<file path="config.mk">
export PLATFORM = sky130hd
export DESIGN_NAME = gpio_port_with_pin_interrupts_core
export DESIGN_NICKNAME = d
export VERILOG_FILES = /design/src/rtl/gpio_pkg.sv /design/src/rtl/gpio_event_det.sv /design/src/rtl/gpio_regfile.sv /design/src/rtl/gpio_port_with_pin_interrupts_core.sv
export SDC_FILE = /design/constraint.sdc
export NUM_CORES = 1
export LEC_CHECK = 0
export BUFFER_PORTS_ARGS = -buffer_cell sky130_fd_sc_hd__buf_2
export CAP_MARGIN = 10
export CORE_AREA = 2 2 256 258
export DETAILED_ROUTE_END_ITERATION = 10
export DIE_AREA = 0 0 258 260
export PLACE_DENSITY = 0.52
export SYNTH_ARGS = -nofsm -noshare
export SYNTH_HDL_FRONTEND = slang
export SYNTH_HIERARCHICAL = 1
export SYNTH_SLANG_ARGS = --single-unit
</file>
<file path="constraint.sdc">
create_clock -name clock -period 3.4 [get_ports clock]
set_clock_uncertainty 0.1 [all_clocks]
set_input_delay 0.34 -clock clock [delete_from_list [all_inputs] [get_ports clock]]
set_output_delay 0.34 -clock clock [all_outputs]
set_load 0.005 [all_outputs]
</file>
<file path="src/rtl/gpio_pkg.sv">
// ----------------------------------------------------------------------------
// GPIO package
// Shared constants, codes and word types of the GPIO port with pin interrupts.
// ----------------------------------------------------------------------------
package gpio_pkg;

   localparam int PIN_COUNT = 32;
   localparam int WORD_W    = 32;
   localparam int MODE_W    = 2;
   localparam int CTRL_PINS = WORD_W / MODE_W;

   localparam logic [WORD_W-1:0] PIN_MASK =
      WORD_W'((64'd1 << PIN_COUNT) - 64'd1);

   typedef enum logic [1:0] {
      OP_TICK  = 2'd0,
      OP_WRITE = 2'd1,
      OP_READ  = 2'd2
   } opcode_type;

   typedef enum logic [2:0] {
      REG_DATA      = 3'd0,
      REG_DIRECTION = 3'd1,
      REG_MASK      = 3'd2,
      REG_STATUS    = 3'd3,
      REG_CTRL_LOW  = 3'd4,
      REG_CTRL_HIGH = 3'd5,
      REG_EDGE      = 3'd6
   } reg_select_type;

   typedef enum logic [MODE_W-1:0] {
      MODE_LOW  = 2'd0,
      MODE_HIGH = 2'd1,
      MODE_RISE = 2'd2,
      MODE_FALL = 2'd3
   } mode_type;

   typedef struct packed {
      opcode_type        opcode;
      reg_select_type    reg_select;
      logic [WORD_W-1:0] write_data;
      logic [WORD_W-1:0] pad_levels;
   } req_word_type;

   typedef struct packed {
      logic [WORD_W-1:0] read_data;
      logic [WORD_W-1:0] pad_out;
      logic [WORD_W-1:0] pad_drive_enable;
      logic              irq_line;
   } rsp_word_type;

endpackage

</file>
<file path="src/rtl/gpio_event_det.sv">
// ----------------------------------------------------------------------------
// GPIO event detector
// Per-pin level and edge detection from the sampled and previous pad levels.
// ----------------------------------------------------------------------------
module gpio_event_det (
   input  logic [gpio_pkg::WORD_W-1:0] pads,
   input  logic [gpio_pkg::WORD_W-1:0] prev_pads,
   input  logic [gpio_pkg::WORD_W-1:0] ctrl_low,
   input  logic [gpio_pkg::WORD_W-1:0] ctrl_high,
   input  logic [gpio_pkg::WORD_W-1:0] both_edge,
   output logic [gpio_pkg::WORD_W-1:0] events
);

   logic [gpio_pkg::WORD_W-1:0] rise;
   logic [gpio_pkg::WORD_W-1:0] fall;
   logic [gpio_pkg::WORD_W-1:0] hit;

   assign rise = pads & ~prev_pads;
   assign fall = prev_pads & ~pads;

   always_comb begin
      gpio_pkg::mode_type mode;
      mode = gpio_pkg::MODE_LOW;
      hit  = '0;
      for (int i = 0; i < gpio_pkg::WORD_W; i++) begin
         if (i < gpio_pkg::CTRL_PINS) begin
            mode = gpio_pkg::mode_type'(ctrl_low[gpio_pkg::MODE_W*i +: gpio_pkg::MODE_W]);
         end else begin
            mode = gpio_pkg::mode_type'(
               ctrl_high[gpio_pkg::MODE_W*(i-gpio_pkg::CTRL_PINS) +: gpio_pkg::MODE_W]);
         end
         if (both_edge[i]) begin
            hit[i] = rise[i] | fall[i];
         end else begin
            case (mode)
               gpio_pkg::MODE_LOW:  hit[i] = ~pads[i];
               gpio_pkg::MODE_HIGH: hit[i] = pads[i];
               gpio_pkg::MODE_RISE: hit[i] = rise[i];
               gpio_pkg::MODE_FALL: hit[i] = fall[i];
               default:             hit[i] = 1'b0;
            endcase
         end
      end
   end

   assign events = hit & gpio_pkg::PIN_MASK;

endmodule

</file>
<file path="src/rtl/gpio_regfile.sv">
// ----------------------------------------------------------------------------
// GPIO register file
// Holds the port registers, applies one word per execute cycle and forms the
// result word from the state after the update.
// ----------------------------------------------------------------------------
module gpio_regfile (
   input  logic                   clock,
   input  logic                   reset,
   input  logic                   exec_en,
   input  gpio_pkg::req_word_type req_word,
   output gpio_pkg::rsp_word_type rsp_word
);

   logic [gpio_pkg::WORD_W-1:0] data_ff,      data_in;
   logic [gpio_pkg::WORD_W-1:0] dir_ff,       dir_in;
   logic [gpio_pkg::WORD_W-1:0] mask_ff,      mask_in;
   logic [gpio_pkg::WORD_W-1:0] status_ff,    status_in;
   logic [gpio_pkg::WORD_W-1:0] ctrl_low_ff,  ctrl_low_in;
   logic [gpio_pkg::WORD_W-1:0] ctrl_high_ff, ctrl_high_in;
   logic [gpio_pkg::WORD_W-1:0] edge_ff,      edge_in;
   logic [gpio_pkg::WORD_W-1:0] prev_ff,      prev_in;
   logic [gpio_pkg::WORD_W-1:0] events;
   logic [gpio_pkg::WORD_W-1:0] read_data;
   logic [gpio_pkg::WORD_W-1:0] wd_pins;

   gpio_event_det u_event_det (
      .pads      (req_word.pad_levels),
      .prev_pads (prev_ff),
      .ctrl_low  (ctrl_low_ff),
      .ctrl_high (ctrl_high_ff),
      .both_edge (edge_ff),
      .events    (events)
   );

   assign wd_pins = req_word.write_data & gpio_pkg::PIN_MASK;

   always_comb begin
      data_in      = data_ff;
      dir_in       = dir_ff;
      mask_in      = mask_ff;
      status_in    = status_ff;
      ctrl_low_in  = ctrl_low_ff;
      ctrl_high_in = ctrl_high_ff;
      edge_in      = edge_ff;
      prev_in      = prev_ff;
      read_data    = '0;
      if (exec_en) begin
         case (req_word.opcode)
            gpio_pkg::OP_TICK: begin
               status_in = status_ff | events;
               prev_in   = req_word.pad_levels;
            end
            gpio_pkg::OP_WRITE: begin
               case (req_word.reg_select)
                  gpio_pkg::REG_DATA:      data_in      = wd_pins;
                  gpio_pkg::REG_DIRECTION: dir_in       = wd_pins;
                  gpio_pkg::REG_MASK:      mask_in      = wd_pins;
                  gpio_pkg::REG_STATUS:    status_in    = status_ff & ~req_word.write_data;
                  gpio_pkg::REG_CTRL_LOW:  ctrl_low_in  = req_word.write_data;
                  gpio_pkg::REG_CTRL_HIGH: ctrl_high_in = req_word.write_data;
                  gpio_pkg::REG_EDGE:      edge_in      = wd_pins;
                  default: ;
               endcase
            end
            gpio_pkg::OP_READ: begin
               case (req_word.reg_select)
                  gpio_pkg::REG_DATA:      read_data = data_ff;
                  gpio_pkg::REG_DIRECTION: read_data = dir_ff;
                  gpio_pkg::REG_MASK:      read_data = mask_ff;
                  gpio_pkg::REG_STATUS:    read_data = status_ff;
                  gpio_pkg::REG_CTRL_LOW:  read_data = ctrl_low_ff;
                  gpio_pkg::REG_CTRL_HIGH: read_data = ctrl_high_ff;
                  gpio_pkg::REG_EDGE:      read_data = edge_ff;
                  default:                 read_data = '0;
               endcase
            end
            default: ;
         endcase
      end
   end

   always_comb begin
      rsp_word.read_data        = read_data;
      rsp_word.pad_out          = data_in;
      rsp_word.pad_drive_enable = dir_in;
      rsp_word.irq_line         = |(status_in & mask_in);
   end

   always_ff @(posedge clock) begin
      if (reset) begin
         data_ff      <= '0;
         dir_ff       <= '0;
         mask_ff      <= '0;
         status_ff    <= '0;
         ctrl_low_ff  <= '0;
         ctrl_high_ff <= '0;
         edge_ff      <= '0;
         prev_ff      <= '0;
      end else begin
         data_ff      <= data_in;
         dir_ff       <= dir_in;
         mask_ff      <= mask_in;
         status_ff    <= status_in;
         ctrl_low_ff  <= ctrl_low_in;
         ctrl_high_ff <= ctrl_high_in;
         edge_ff      <= edge_in;
         prev_ff      <= prev_in;
      end
   end

   a_read_keeps_state: assert property (@(posedge clock) disable iff (reset)
      (exec_en && req_word.opcode == gpio_pkg::OP_READ) |=>
         ($stable(data_ff) && $stable(status_ff) && $stable(prev_ff)))
      else $error("register read changed port state");

   a_status_sticky: assert property (@(posedge clock) disable iff (reset)
      !(exec_en && req_word.opcode == gpio_pkg::OP_WRITE &&
        req_word.reg_select == gpio_pkg::REG_STATUS) |=>
         ((status_ff & $past(status_ff)) == $past(status_ff)))
      else $error("status bit lost without a status write");

endmodule

</file>
<file path="src/rtl/gpio_port_with_pin_interrupts_core.sv">
// ----------------------------------------------------------------------------
// GPIO port with pin interrupts
// 32-pin port: data, direction, interrupt mask, write-one-to-clear status,
// per-pin mode words and both-edge select, sampled pads raise status bits.
//
//   channel  direction  ports       content
//   req      in         req_*       opcode, reg_select, write_data, pad_levels
//   rsp      out        rsp_*       read_data, pad_out, pad_drive_enable, irq
//
// One word per cycle sustained while rsp is not stalled; a word is registered
// on entry, executed from the entry register and its result registered.
// Synchronous reset clears port and valid registers, so all pins start as inputs.
// A stalled rsp holds the result; one more word waits in the entry register.
// ----------------------------------------------------------------------------
module gpio_port_with_pin_interrupts_core (
   input  logic                        clock,
   input  logic                        reset,
   input  logic                        req_valid,
   output logic                        req_ready,
   input  logic [1:0]                  req_opcode,
   input  logic [2:0]                  req_reg_select,
   input  logic [gpio_pkg::WORD_W-1:0] req_write_data,
   input  logic [gpio_pkg::WORD_W-1:0] req_pad_levels,
   output logic                        rsp_valid,
   input  logic                        rsp_ready,
   output logic [gpio_pkg::WORD_W-1:0] rsp_read_data,
   output logic [gpio_pkg::WORD_W-1:0] rsp_pad_out,
   output logic [gpio_pkg::WORD_W-1:0] rsp_pad_drive_enable,
   output logic                        rsp_irq_line
);

   logic                   in_valid_ff, in_valid_in;
   gpio_pkg::req_word_type item_ff,     item_in;
   logic                   out_valid_ff, out_valid_in;
   gpio_pkg::rsp_word_type result_ff,   result_in;
   gpio_pkg::rsp_word_type rsp_word;
   logic                   req_fire;
   logic                   exec_fire;

   assign exec_fire = in_valid_ff && (!out_valid_ff || rsp_ready);
   assign req_ready = !in_valid_ff || exec_fire;
   assign req_fire  = req_valid && req_ready;

   gpio_regfile u_regfile (
      .clock    (clock),
      .reset    (reset),
      .exec_en  (exec_fire),
      .req_word (item_ff),
      .rsp_word (rsp_word)
   );

   always_comb begin
      in_valid_in = in_valid_ff;
      item_in     = item_ff;
      if (req_fire) begin
         in_valid_in        = 1'b1;
         item_in.opcode     = gpio_pkg::opcode_type'(req_opcode);
         item_in.reg_select = gpio_pkg::reg_select_type'(req_reg_select);
         item_in.write_data = req_write_data;
         item_in.pad_levels = req_pad_levels;
      end else if (exec_fire) begin
         in_valid_in = 1'b0;
      end
   end

   always_comb begin
      out_valid_in = out_valid_ff && !rsp_ready;
      result_in    = result_ff;
      if (exec_fire) begin
         out_valid_in = 1'b1;
         result_in    = rsp_word;
      end
   end

   always_ff @(posedge clock) begin
      if (reset) begin
         in_valid_ff  <= 1'b0;
         out_valid_ff <= 1'b0;
      end else begin
         in_valid_ff  <= in_valid_in;
         out_valid_ff <= out_valid_in;
      end
   end

   always_ff @(posedge clock) begin
      item_ff   <= item_in;
      result_ff <= result_in;
   end

   assign rsp_valid            = out_valid_ff;
   assign rsp_read_data        = result_ff.read_data;
   assign rsp_pad_out          = result_ff.pad_out;
   assign rsp_pad_drive_enable = result_ff.pad_drive_enable;
   assign rsp_irq_line         = result_ff.irq_line;

   a_stall_only_when_full: assert property (@(posedge clock) disable iff (reset)
      !req_ready |-> (in_valid_ff && out_valid_ff && !rsp_ready))
      else $error("entry stalled with room downstream");

   a_exec_gives_result: assert property (@(posedge clock) disable iff (reset)
      exec_fire |=> out_valid_ff)
      else $error("executed word produced no result");

   a_entry_held: assert property (@(posedge clock) disable iff (reset)
      (in_valid_ff && !exec_fire) |=> (in_valid_ff && $stable(item_ff)))
      else $error("waiting word dropped or altered");

endmodule
</file>
==> flow_metrics.py <==
metrics = {
    "status": {
        "outcome": "finished, final reports clean",
    },
    "floorplan": {
        "io_pins": 172,
        "dieArea_mm2": 0.0671,
        "die_h_um": 260,
        "fp.dieW_um": 258,
        "start_util": 0.298,
        "rows": 93,
        "core_area_mm2": 0.0641,
    },
    "cts": {
        "cts_max_level": 2,
        "cts_resized": 0,
        "clockBufferDepth": 3,
        "cts_setup_buffers": 0,
        "root_buffer": "clkbuf_16",
        "cts_tree": "done",
        "insertion_delay_ps": 600,
        "clock_sinks": 424,
        "path_clk_slew_ps": 60,
        "numCtsBuffers": 48,
    },
    "worst_hold_path": {
        "hold_path_end": "u_regfile/mask_ff[28]",
        "min_from": "reset",
        "whs_path_depth": 2,
        "hold_path.class": "primary input to register",
    },
    "synth": {
        "synthCells": 1863,
        "ys_ff_latch": 424,
        "ys_top_cells_by_count": "nand2_1, dfxtp_1, a21oi_1",
        "ys.flop_type": "dfxtp_1",
        "ys_warn_count": 6,
        "netlist_top_cells_area": "dfxtp_1, edfxtp_1, a21oi_1",
        "postSynthAreaPerCell_um2": 10.2,
        "yosysTopAreaCellShare": 0.271,
        "syn_nets": 2000,
        "synth.most_common_cell": "nand2_1",
        "async_flop_share": 0,
        "synth-edff-count": 166,
        "syn_area_mm2": 0.0191,
        "ys_seq_area_frac": 0.532,
        "ys_types": 50,
        "synth_area_leader_cell": "dfxtp_1",
    },
    "flow_run": {
        "maxCapViolations": 0,
    },
    "layout": {
        "drive_gt1_frac": 0.191,
        "fillerInstances": 6338,
        "area.sequential_mm2": 0.0101,
        "multi_input_area_mm2": 0.00802,
        "syn_to_final_growth_pct": 22.1,
        "final_util": 0.364,
        "fin_nets": 2221,
        "antenna_cells": 0,
        "final-instance-count-excl-fill": 2979,
    },
    "power": {
        "finalPower_mw": 11.5,
        "p_leak_nw": 8.89,
        "vdd_drop_max_uv": 359,
        "cellPowerDensity_mw_per_mm2": 493,
    },
    "timing": {
        "fin_crit_sh": 0.870,
        "hold_ws_ps": 229,
        "finalSetupViolations": 0,
        "worstMarginPinSlew_ps": 1240,
        "slew_headroom": 0.171,
        "grt_setup_unrepaired": "false",
        "max_freq_ghz": 0.338,
        "hold_viol": 0,
        "min_period_ps": 2960,
        "final_max_slew_viol_count": 0,
        "fin_tns_setup_ps": 0,
    },
    "setup_path": {
        "critical_path.endpoint_type": "register",
        "regToRegStartpoint": "item_ff[66]",
        "crit_fanout": 19,
        "worstSetupPathType": "register to register",
        "arrival_ps": 3170,
        "crit_chain": "or3b_1, o21ai_0, a221o_1, o2111ai_1, nor4_1, o2111ai_1",
        "cp_common_cell": "o2111ai_1",
        "reg2reg_to": "rsp_irq_line",
        "crit_family": "simple AND/OR/NAND/NOR gates",
        "max_stage_delay_ps": 780,
        "worstSetupStartpointType": "register",
        "critical_path_buf_inv_count": 0,
        "critPathSlowestCell": "or3b_1",
        "cp.required_ps": 3610,
        "r2r_slack_ps": 440,
        "reg2reg_depth": 6,
    },
    "grt": {
        "grt-ovfl-total": 0,
        "grt_pass1_wl_um": 97800,
        "grt_pass1_vias": 15000,
        "antenna_found_initial": 1,
        "grt_max_degree": 82,
        "track_usage": 0.195,
    },
    "placement": {
        "hpwl_um": 46200,
        "gp_congestion": 0.887,
        "io_buffer_count": 171,
        "placedCellCount": 2817,
    },
    "drt": {
        "vias": 15300,
        "drc_errors": 0,
        "routed_wl_um": 67200,
        "drt_pass1_iterations": 6,
        "wire_per_inst_um": 22.6,
        "drt-initial-drc-count": 1277,
        "ant_nets": 0,
        "viasPerCell": 5.12,
    },
}
## cells in the final DEF, fill, tap and decap left out, drive strengths merged, types with 64 or more instances in the layout
cell type    instances
edfxtp             166
dfxtp              258
clkbuf              70
a21oi              219
ha                  64
nand2              275
nor2               102
nor2b               98
inv                109
buf                226
mux2                86
dlygate4sd3         72
mux2i               84
## per-stage QoR
stage	worst slack [ps]	instance area, µm²
after global routing	279	23300
after global placement	439	21000
after floorplan	350	19100
after CTS	452	23300
after detailed placement	415	21000
final	442	23300
## repair_timing
action                                 4_1_cts  5_1_grt
setup endpoints to repair                    0        0
endpoints found under the hold margin       71        0
hold buffers                                72        0
## flip-flops by register name, indices dropped and copies added (netlist names)
| signal | flops |
|---|---|
| in_valid_ff | 1 |
| item_ff | 69 |
| rsp_irq_line | 1 |
| rsp_pad_drive_enable | 32 |
| rsp_pad_out | 32 |
| rsp_read_data | 32 |
| rsp_valid | 1 |
| u_regfile/ctrl_high_ff | 32 |
| u_regfile/ctrl_low_ff | 32 |
| u_regfile/data_ff | 32 |
| u_regfile/dir_ff | 32 |
| u_regfile/edge_ff | 32 |
| u_regfile/mask_ff | 32 |
| u_regfile/prev_ff | 32 |
| u_regfile/status_ff | 32 |
## worst max path at each step
| stage | end | slack [ps] | from | cells after the start |
|---|---|---|---|---|
| 2_1_floorplan | rsp_irq_line | 350 | rsp_ready | 10 |
| 4_1_cts | rsp_irq_line | 450 | item_ff[66] | 6 |
| 3_3_place_gp | rsp_irq_line | 440 | rsp_ready | 10 |
| 5_1_grt | rsp_irq_line | 280 | rsp_ready | 11 |
| 3_5_place_dp | rsp_irq_line | 410 | rsp_ready | 10 |
| 6_report | rsp_irq_line | 440 | item_ff[66] | 6 |
## metal layers
layer  track usage  part of all wire  vias up
li1              -                 -     7039
met1         0.243              0.42     7569
met2         0.341              0.49      518
met3        0.0311             0.055      129
met4        0.0716             0.035        2
met5             0           0.00012        -
## worst register-to-register path: cells and delay by family (launching register included)
kind            cells  cell delay, ps
simple gates        2            1200
flops               1             450
compound gates      4             930
## cells by family after synthesis
| group | synth area share |
|---|---|
| AND/OR/NAND/NOR | 0.128 |
| flip-flops | 0.532 |
| AO/OA/AOI/OAI | 0.142 |
| buffers and inverters | 0.0501 |
| multiplexers | 0.105 |
| adder cells (fa/ha/maj) | 0.0420 |
## cell type report
| type | count | share of cell area |
|---|---|---|
| Tap cell | 855 | 0.0459 |
| Clock inverter | 21 | 0.00837 |
| Multi-Input combinational cell | 1202 | 0.344 |
| Timing Repair Buffer | 299 | 0.0898 |
| Inverter | 109 | 0.0176 |
| Sequential cell | 424 | 0.435 |
| Clock buffer | 69 | 0.0589 |
## power breakdown
group / total (mW) / internal (mW) / switching (mW)
clock network: 5.22 / 3.04 / 2.18
logic: 0.702 / 0.276 / 0.426
registers: 5.56 / 5.40 / 0.152
(Power assumes the default switching activity.)
